==> src/rtl/csfw_pkg.sv <==
// ----------------------------------------------------------------------------
// Counting semaphore package
// Shared types, codes and constants of the counting semaphore with a FIFO
// wait queue.
// ----------------------------------------------------------------------------
`default_nettype none

package csfw_pkg;

  localparam int QueueDepthDef = 32;
  localparam int TidBits       = 6;
  localparam int InitBits      = 10;
  localparam int CountBits     = 16;

  localparam logic signed [CountBits-1:0] CountMax = 16'sh7fff;
  localparam logic signed [CountBits-1:0] CountMin = 16'sh8000;

  typedef enum logic [1:0] {
    OP_WAIT    = 2'd0,
    OP_SIGNAL  = 2'd1,
    OP_DESTROY = 2'd2
  } op_e;

  typedef enum logic [2:0] {
    ST_GRANTED  = 3'd0,
    ST_BLOCKED  = 3'd1,
    ST_WOKEN    = 3'd2,
    ST_RELEASED = 3'd3,
    ST_CLEAN    = 3'd4,
    ST_FAULT    = 3'd5
  } status_e;

  typedef enum logic [1:0] {
    TID_CALLER = 2'd0,
    TID_QUEUE  = 2'd1,
    TID_ZERO   = 2'd2
  } tid_sel_e;

  typedef struct packed {
    op_e                operation;
    logic [TidBits-1:0] thread_id;
  } req_t;

  typedef struct packed {
    status_e            status;
    logic [TidBits-1:0] thread_id_out;
    logic               last;
  } rsp_t;

  typedef struct packed {
    logic     latch_in;
    logic     dec;
    logic     inc;
    logic     push;
    logic     pop;
    logic     reload;
    logic     out_load;
    status_e  out_status;
    tid_sel_e out_tid;
    logic     out_last;
  } cmd_t;

  typedef struct packed {
    op_e  op;
    logic cnt_gt0;
    logic cnt_ge0;
    logic fill_zero;
    logic fill_one;
    logic fill_full;
    logic out_free;
  } sts_t;

endpackage

`default_nettype wire

==> src/rtl/csfw_dp.sv <==
// ----------------------------------------------------------------------------
// Counting semaphore datapath
// Holds the count, the initial count register, the waiter queue memory with
// its head and fill, the latched request and the output register.
// ----------------------------------------------------------------------------
`default_nettype none

module csfw_dp import csfw_pkg::*; #(
  parameter int QueueDepth = QueueDepthDef
) (
  input  wire logic                clk_i,
  input  wire logic                rst_ni,
  input  wire req_t                in_data_i,
  input  wire logic                cfg_we_i,
  input  wire logic [InitBits-1:0] cfg_data_i,
  input  wire cmd_t                cmd_i,
  output      sts_t                sts_o,
  output      logic                out_valid_o,
  input  wire logic                out_stall_i,
  output      rsp_t                out_data_o
);

  localparam int IdxW  = $clog2(QueueDepth);
  localparam int FillW = $clog2(QueueDepth + 1);
  localparam int SumW  = FillW + 1;
  localparam logic [SumW-1:0]  DepthSum  = SumW'(QueueDepth);
  localparam logic [IdxW-1:0]  LastIdx   = IdxW'(QueueDepth - 1);
  localparam logic [FillW-1:0] DepthFill = FillW'(QueueDepth);

  logic signed [CountBits-1:0] count_q, count_d;
  logic [InitBits-1:0]         init_q;
  logic [IdxW-1:0]             head_q, head_d, head_inc, tail;
  logic [FillW-1:0]            fill_q, fill_d;
  logic [SumW-1:0]             tail_sum;
  op_e                         op_q;
  logic [TidBits-1:0]          tid_q;
  logic [TidBits-1:0]          rd_q;
  logic [TidBits-1:0]          mem [QueueDepth];
  logic                        out_valid_q, out_valid_d;
  rsp_t                        out_q;
  logic [TidBits-1:0]          tid_mux;

  assign head_inc = (head_q == LastIdx) ? '0 : head_q + IdxW'(1);
  assign tail_sum = SumW'(head_q) + SumW'(fill_q);
  assign tail     = (tail_sum >= DepthSum) ? IdxW'(tail_sum - DepthSum) : IdxW'(tail_sum);

  always_comb begin
    count_d = count_q;
    if (cmd_i.reload) begin
      count_d = signed'(CountBits'(init_q));
    end else if (cmd_i.dec && (count_q != CountMin)) begin
      count_d = count_q - 16'sd1;
    end else if (cmd_i.inc && (count_q != CountMax)) begin
      count_d = count_q + 16'sd1;
    end
  end

  always_comb begin
    head_d = head_q;
    fill_d = fill_q;
    if (cmd_i.reload) begin
      head_d = '0;
      fill_d = '0;
    end else if (cmd_i.push) begin
      fill_d = fill_q + FillW'(1);
    end else if (cmd_i.pop) begin
      head_d = head_inc;
      fill_d = fill_q - FillW'(1);
    end
  end

  always_ff @(posedge clk_i or negedge rst_ni) begin
    if (!rst_ni) begin
      count_q     <= '0;
      init_q      <= '0;
      head_q      <= '0;
      fill_q      <= '0;
      out_valid_q <= 1'b0;
    end else begin
      count_q     <= count_d;
      head_q      <= head_d;
      fill_q      <= fill_d;
      out_valid_q <= out_valid_d;
      if (cfg_we_i) begin
        init_q <= cfg_data_i;
      end
    end
  end

  always_ff @(posedge clk_i) begin
    if (cmd_i.push) begin
      mem[tail] <= tid_q;
    end
    rd_q <= mem[head_d];
  end

  always_ff @(posedge clk_i) begin
    if (cmd_i.latch_in) begin
      op_q  <= in_data_i.operation;
      tid_q <= in_data_i.thread_id;
    end
  end

  always_comb begin
    case (cmd_i.out_tid)
      TID_CALLER: tid_mux = tid_q;
      TID_QUEUE:  tid_mux = rd_q;
      default:    tid_mux = '0;
    endcase
  end

  always_ff @(posedge clk_i) begin
    if (cmd_i.out_load) begin
      out_q.status        <= cmd_i.out_status;
      out_q.thread_id_out <= tid_mux;
      out_q.last          <= cmd_i.out_last;
    end
  end

  assign sts_o.out_free = !out_valid_q || !out_stall_i;
  assign out_valid_d    = cmd_i.out_load || (out_valid_q && out_stall_i);

  assign sts_o.op        = op_q;
  assign sts_o.cnt_gt0   = count_q > 16'sd0;
  assign sts_o.cnt_ge0   = !count_q[CountBits-1];
  assign sts_o.fill_zero = fill_q == '0;
  assign sts_o.fill_one  = fill_q == FillW'(1);
  assign sts_o.fill_full = fill_q == DepthFill;

  assign out_valid_o = out_valid_q;
  assign out_data_o  = out_q;

  a_fill_bound: assert property (@(posedge clk_i) disable iff (!rst_ni)
    fill_q <= DepthFill)
    else $error("queue fill beyond depth");

  a_pop_nonempty: assert property (@(posedge clk_i) disable iff (!rst_ni)
    cmd_i.pop |-> fill_q != '0)
    else $error("pop from empty queue");

  a_push_not_full: assert property (@(posedge clk_i) disable iff (!rst_ni)
    cmd_i.push |-> (fill_q != DepthFill) && !cmd_i.pop)
    else $error("push into full queue or together with pop");

endmodule

`default_nettype wire

==> src/rtl/csfw_ctrl.sv <==
// ----------------------------------------------------------------------------
// Counting semaphore controller
// Sequences accept, execute and destroy drain, and issues datapath commands.
// ----------------------------------------------------------------------------
`default_nettype none

module csfw_ctrl import csfw_pkg::*; (
  input  wire logic clk_i,
  input  wire logic rst_ni,
  input  wire logic in_valid_i,
  output      logic in_stall_o,
  input  wire sts_t sts_i,
  output      cmd_t cmd_o
);

  localparam logic [1:0] S_IDLE  = 2'd0;
  localparam logic [1:0] S_EXEC  = 2'd1;
  localparam logic [1:0] S_DRAIN = 2'd2;

  logic [1:0] state_q, state_d;

  assign in_stall_o = state_q != S_IDLE;

  always_comb begin
    state_d            = state_q;
    cmd_o              = '0;
    cmd_o.out_status   = ST_GRANTED;
    cmd_o.out_tid      = TID_ZERO;
    case (state_q)
      S_IDLE: begin
        if (in_valid_i) begin
          cmd_o.latch_in = 1'b1;
          state_d        = S_EXEC;
        end
      end
      S_EXEC: begin
        if (sts_i.out_free) begin
          state_d        = S_IDLE;
          cmd_o.out_last = 1'b1;
          case (sts_i.op)
            OP_WAIT: begin
              cmd_o.out_load = 1'b1;
              cmd_o.out_tid  = TID_CALLER;
              if (sts_i.cnt_gt0) begin
                cmd_o.dec        = 1'b1;
                cmd_o.out_status = ST_GRANTED;
              end else if (sts_i.fill_full) begin
                cmd_o.out_status = ST_FAULT;
              end else begin
                cmd_o.dec        = 1'b1;
                cmd_o.push       = 1'b1;
                cmd_o.out_status = ST_BLOCKED;
              end
            end
            OP_SIGNAL: begin
              cmd_o.inc = 1'b1;
              if (!sts_i.cnt_ge0) begin
                cmd_o.out_load = 1'b1;
                if (sts_i.fill_zero) begin
                  cmd_o.out_status = ST_FAULT;
                end else begin
                  cmd_o.pop        = 1'b1;
                  cmd_o.out_status = ST_WOKEN;
                  cmd_o.out_tid    = TID_QUEUE;
                end
              end
            end
            OP_DESTROY: begin
              cmd_o.out_load = 1'b1;
              if (sts_i.fill_zero) begin
                cmd_o.out_status = ST_CLEAN;
                cmd_o.reload     = 1'b1;
              end else begin
                cmd_o.pop        = 1'b1;
                cmd_o.out_status = ST_RELEASED;
                cmd_o.out_tid    = TID_QUEUE;
                cmd_o.out_last   = sts_i.fill_one;
                cmd_o.reload     = sts_i.fill_one;
                if (!sts_i.fill_one) begin
                  state_d = S_DRAIN;
                end
              end
            end
            default: begin
              cmd_o.out_last = 1'b0;
            end
          endcase
        end
      end
      S_DRAIN: begin
        if (sts_i.out_free) begin
          cmd_o.out_load   = 1'b1;
          cmd_o.pop        = 1'b1;
          cmd_o.out_status = ST_RELEASED;
          cmd_o.out_tid    = TID_QUEUE;
          cmd_o.out_last   = sts_i.fill_one;
          cmd_o.reload     = sts_i.fill_one;
          if (sts_i.fill_one) begin
            state_d = S_IDLE;
          end
        end
      end
      default: begin
        state_d = S_IDLE;
      end
    endcase
  end

  always_ff @(posedge clk_i or negedge rst_ni) begin
    if (!rst_ni) begin
      state_q <= S_IDLE;
    end else begin
      state_q <= state_d;
    end
  end

  a_accept_exec: assert property (@(posedge clk_i) disable iff (!rst_ni)
    (in_valid_i && !in_stall_o) |=> state_q == S_EXEC)
    else $error("accepted transfer not executed");

  a_load_free: assert property (@(posedge clk_i) disable iff (!rst_ni)
    cmd_o.out_load |-> sts_i.out_free)
    else $error("output register overwritten");

  a_drain_nonempty: assert property (@(posedge clk_i) disable iff (!rst_ni)
    state_q == S_DRAIN |-> !sts_i.fill_zero)
    else $error("drain with empty queue");

endmodule

`default_nettype wire

==> src/rtl/counting_semaphore_fifo_waiters_core.sv <==
// ----------------------------------------------------------------------------
// Counting semaphore with FIFO wait queue
// Wait, signal and destroy requests against a saturating count and a queue
// of waiting thread identifiers.
// ----------------------------------------------------------------------------
//   channel  direction  handshake            payload
//   in       input      in_valid / in_stall  req_t: operation, thread_id
//   out      output     out_valid / out_stall rsp_t: status, thread_id_out, last
//   cfg      input      cfg_valid / cfg_ready initial_count, 10 bits
//
// A wait or signal is first accepted, then executed.
// A destroy is accepted, then executed, then drains each queued waiter after the first.
// One result transfer per cycle at most, set by the single output register.
// A stalled output register holds execution until it is free.
// After reset the count and initial count are zero and the queue is empty.
// ----------------------------------------------------------------------------
`default_nettype none

module counting_semaphore_fifo_waiters_core import csfw_pkg::*; #(
  parameter int QueueDepth = QueueDepthDef
) (
  input  wire logic                clk_i,
  input  wire logic                rst_ni,
  input  wire logic                in_valid_i,
  output      logic                in_stall_o,
  input  wire req_t                in_data_i,
  output      logic                out_valid_o,
  input  wire logic                out_stall_i,
  output      rsp_t                out_data_o,
  input  wire logic                cfg_valid_i,
  output      logic                cfg_ready_o,
  input  wire logic [InitBits-1:0] cfg_data_i
);

  cmd_t cmd;
  sts_t sts;

  assign cfg_ready_o = 1'b1;

  csfw_ctrl u_ctrl (
    .clk_i      (clk_i),
    .rst_ni     (rst_ni),
    .in_valid_i (in_valid_i),
    .in_stall_o (in_stall_o),
    .sts_i      (sts),
    .cmd_o      (cmd)
  );

  csfw_dp #(
    .QueueDepth (QueueDepth)
  ) u_dp (
    .clk_i       (clk_i),
    .rst_ni      (rst_ni),
    .in_data_i   (in_data_i),
    .cfg_we_i    (cfg_valid_i && cfg_ready_o),
    .cfg_data_i  (cfg_data_i),
    .cmd_i       (cmd),
    .sts_o       (sts),
    .out_valid_o (out_valid_o),
    .out_stall_i (out_stall_i),
    .out_data_o  (out_data_o)
  );

endmodule

`default_nettype wire

==> config.mk <==
export PLATFORM = sky130hd
export DESIGN_NAME = counting_semaphore_fifo_waiters_core
export DESIGN_NICKNAME = d
export VERILOG_FILES = /design/src/rtl/csfw_pkg.sv /design/src/rtl/csfw_dp.sv /design/src/rtl/csfw_ctrl.sv /design/src/rtl/counting_semaphore_fifo_waiters_core.sv
export SDC_FILE = /design/constraint.sdc
export NUM_CORES = 1
export LEC_CHECK = 0
export ABC_AREA = 1
export ABC_CLOCK_PERIOD_IN_PS = 3220
export BUFFER_PORTS_ARGS = -buffer_cell sky130_fd_sc_hd__buf_2
export CAP_MARGIN = 20
export CORE_MARGIN = 8
export CORE_UTILIZATION = 50
export CTS_CLUSTER_SIZE = 28
export DETAILED_ROUTE_END_ITERATION = 8
export PLACE_DENSITY = 0.66
export SLEW_MARGIN = 30
export SYNTH_ARGS = -nofsm -noshare
export SYNTH_HDL_FRONTEND = slang
export SYNTH_HIERARCHICAL = 1
export SYNTH_SLANG_ARGS = --single-unit
==> constraint.sdc <==
create_clock -name clk_i -period 3.22 [get_ports clk_i]
set_input_delay 0.322 -clock clk_i [delete_from_list [all_inputs] [get_ports clk_i]]
set_output_delay 0.322 -clock clk_i [all_outputs]
set_load 0.02 [all_outputs]
==> out/qor.yml <==
status: "finished clean"
synth_top_area_share_pct: 48.9
holdCritPathClass: "primary input to flip-flop"
numClockSinks: 256
drc_errors: 0
die_h_um: 177
cp.arrival_ps: 3440
reg2reg_from: "u_dp/count_q[4]"
routedWlPerCell_um: 18.1
clk_latency_ps: 540
max_cap_viol_count: 0
fin_ws_ps: 253
hold_violations: 0
synthFlopType: "edfxtp_1"
io_buffers: 34
grt_pass1_vias: 9237
instances_no_fill: 1782
syn-mean-instance-area_um2: 9.59
grt.total_usage_pct: 20.1
core_area_um2: 25300
cp_max_fo: 45
grt_first_pass_wirelength_um: 50300
antenna_found_initial: 0
cts_buffers: 27
min_from: "cfg_data_i[6]"
diodes: 0
powerDensity_nw_per_um2: 885
gp_congestion: 0.872
die_w_um: 177
synthCells: 1344
cp-end-kind: "flip-flop"
seq_area_frac_synth_pct: 57.6
path_clk_slew_ps: 60
min_period_ps: 2970
syn-cell-area_um2: 12900
final-max-slew-violation-count: 0
start_kind: "flip-flop"
max_stage_delay_ps: 390
path_cells: "nor2_1 -> nand3_1 -> nor2_2 -> a21oi_1 -> inv_1 -> nand2_1 -> nor3_1 -> buf_4 -> inv_4 -> nand2_4 -> nand2_1 -> nand2_4 -> nand2_8 -> buf_12 -> nand2_1 -> nand3_1 -> nand3_1 -> nand3_1 -> nand2_1 -> nand2_1 -> nand2_1"
cts_tree: "built"
pre_cts_ws_ps: 131
clk_path_buf_depth: 3
ys_seq_elements: 256
drt_iter0_markers: 1006
worst_hold_slack_ps: 18.8
hold_depth: 2
r2r_slack_ps: 250
dp.cells: 1707
drtPass1Iterations: 6
tightestPinTransition_ps: 942
r2r-end: "u_dp/rd_q[3]"
routed_via_density: 5.43
io_pins: 36
synth_edf_count: 210
wl_um: 32300
fmax_ghz: 0.337
synthTopCellsByArea: "edfxtp_1, nand3_1, dfrtp_1, nand2_1, inv_1"
syn_nets: 1402
grt_max_degree: 97
postLayoutCoreUtil_pct: 58.6
vias: 9676
htree_levels: 1
synthArstFlopShare_pct: 15.6
drive_gt1_share_pct: 12.7
synth_warnings: 6
p_leak_nw: 6.50
critical_path_class: "flip-flop to flip-flop"
worst_path_max_delay_cell: "dfrtp_1"
rsz0062_at_grt: "no"
synthToLayoutAreaGrowth_pct: 14.8
fin_nets: 1490
critPathRequiredTime_ps: 3700
globalRouteOverflowTotal: 0
num_rows: 58
final_common_cell: "nand2_1"
post-route-period-util_pct: 92.1
ir_worst_vdd_v: 0.000628
dpl.hpwl_um: 21000
hold_path_end: "u_dp/init_q[6]"
final_cell_mix: "nand2_1, nand3_1, inv_1"
timing.setup.tns_ps: 0
crit_top_cell: "nand2_1"
reg2reg_depth: 21
ant_nets: 0
slew_headroom_pct: 37.2
synth_top_cell_by_area: "edfxtp_1"
finClkSkew_ps: 14.5
setup_viol: 0
yosysUniqueCellTypes: 44
cts-root-buf: "clkbuf_16"
dieArea_um2: 31200
initial_core_util_pct: 51.0
## worst max-delay path, delay by kind of cell, from the launching register on
family,cells,cell delay (ps)
compound gates,1,80
buf+inv,4,580
flops,1,390
simple gates,16,1800
## cells by family (layout without fill, tap and decap cells)
family | after synthesis | after routing | share of synthesized area (%)
xor gates and xnor gates | 10 | 10 | 0.680
and+or+nand+nor | 686 | 686 | 25.2
muxes | 8 | 8 | 0.699
adders and majority gates | 35 | 35 | 3.51
buffers and inverters | 274 | 382 | 9.04
other | 1 | 1 | 0.0291
AOI/OAI and AO/OA | 74 | 74 | 3.18
DFF | 256 | 256 | 57.6
## stage by stage
step | instance area (um^2) | power [mW]
global placement | 13600 | 9.91
floorplan | 12900 | 8.28
CTS | 14600 | 12.9
detailed placement | 13700 | 9.98
finish | 14800 | 13.1
global route | 14800 | 13.9
## area by class of cell
cell class              count  area, um^2
well taps                 330         413
multi-input cells         814        4360
repair inverters            1        7.51
clock buffers              34         702
clock inverters            15        97.6
flip-flops and latches    256        7430
inverters                 220         840
fillers                  2153       10500
repair buffers            112         952
## worst max path at each step
| stage | slack (ps) | to | cells after the start | from |
|---|---|---|---|---|
| floorplan | 310 | u_dp/count_q[10] | 17 | u_dp/fill_q[1] |
| global placement | 230 | u_dp/rd_q[3] | 21 | u_dp/count_q[4] |
| detailed placement | 130 | u_dp/count_q[13] | 15 | u_dp/op_q[0] |
| CTS | 90 | u_dp/count_q[13] | 15 | u_dp/op_q[1] |
| global route | 10 | u_dp/count_q[13] | 15 | u_dp/op_q[1] |
| finish | 250 | u_dp/rd_q[3] | 21 | u_dp/count_q[4] |
## metal layers
layer | up-vias | global-route usage [%] | part of all wire, %
li1 | 4665 | - | -
met1 | 4586 | 27.8 | 44
met2 | 354 | 32.4 | 47
met3 | 71 | 2.63 | 6.2
met4 | 0 | 6.55 | 3.1
met5 | - | 0 | 0
## cells in the mapped netlist, drive strengths merged, types with 5 or more instances
master / instances
nand2: 266
nand3: 257
inv: 219
edfxtp: 210
nor2: 73
nand3b: 62
buf: 45
dfrtp: 40
o21ai: 34
ha: 33
a21oi: 25
nor3: 18
clkbuf: 9
mux2: 8
o211ai: 8
dfxtp: 6
xnor2: 6
or2: 5
## registers in the layout, summed over array words and instances (netlist names)
signal	flops
u_dp/out_valid_o	1
u_dp/op_q	2
u_dp/rd_q	6
u_dp/count_q	16
u_dp/head_q	5
u_ctrl/state_q	2
u_dp/mem	192
u_dp/out_data_o	10
u_dp/tid_q	6
u_dp/init_q	10
u_dp/fill_q	6
## power by group
part,total [mW],internal (mW),switching (mW),leakage (nW)
combinational,5.95,2.02,3.93,3.67
clock,2.85,1.61,1.23,0.399
sequential,4.30,4.04,0.267,2.43
total,13.1,7.67,5.43,6.50
## repair_timing
action                     CTS  global route
hold endpoints to repair    49             0
setup endpoints to repair    0            18
hold buffers                10             0
gates resized for setup      0            24
buffers inserted             0            12
Note: power is estimated with default switching activity, not from simulation.
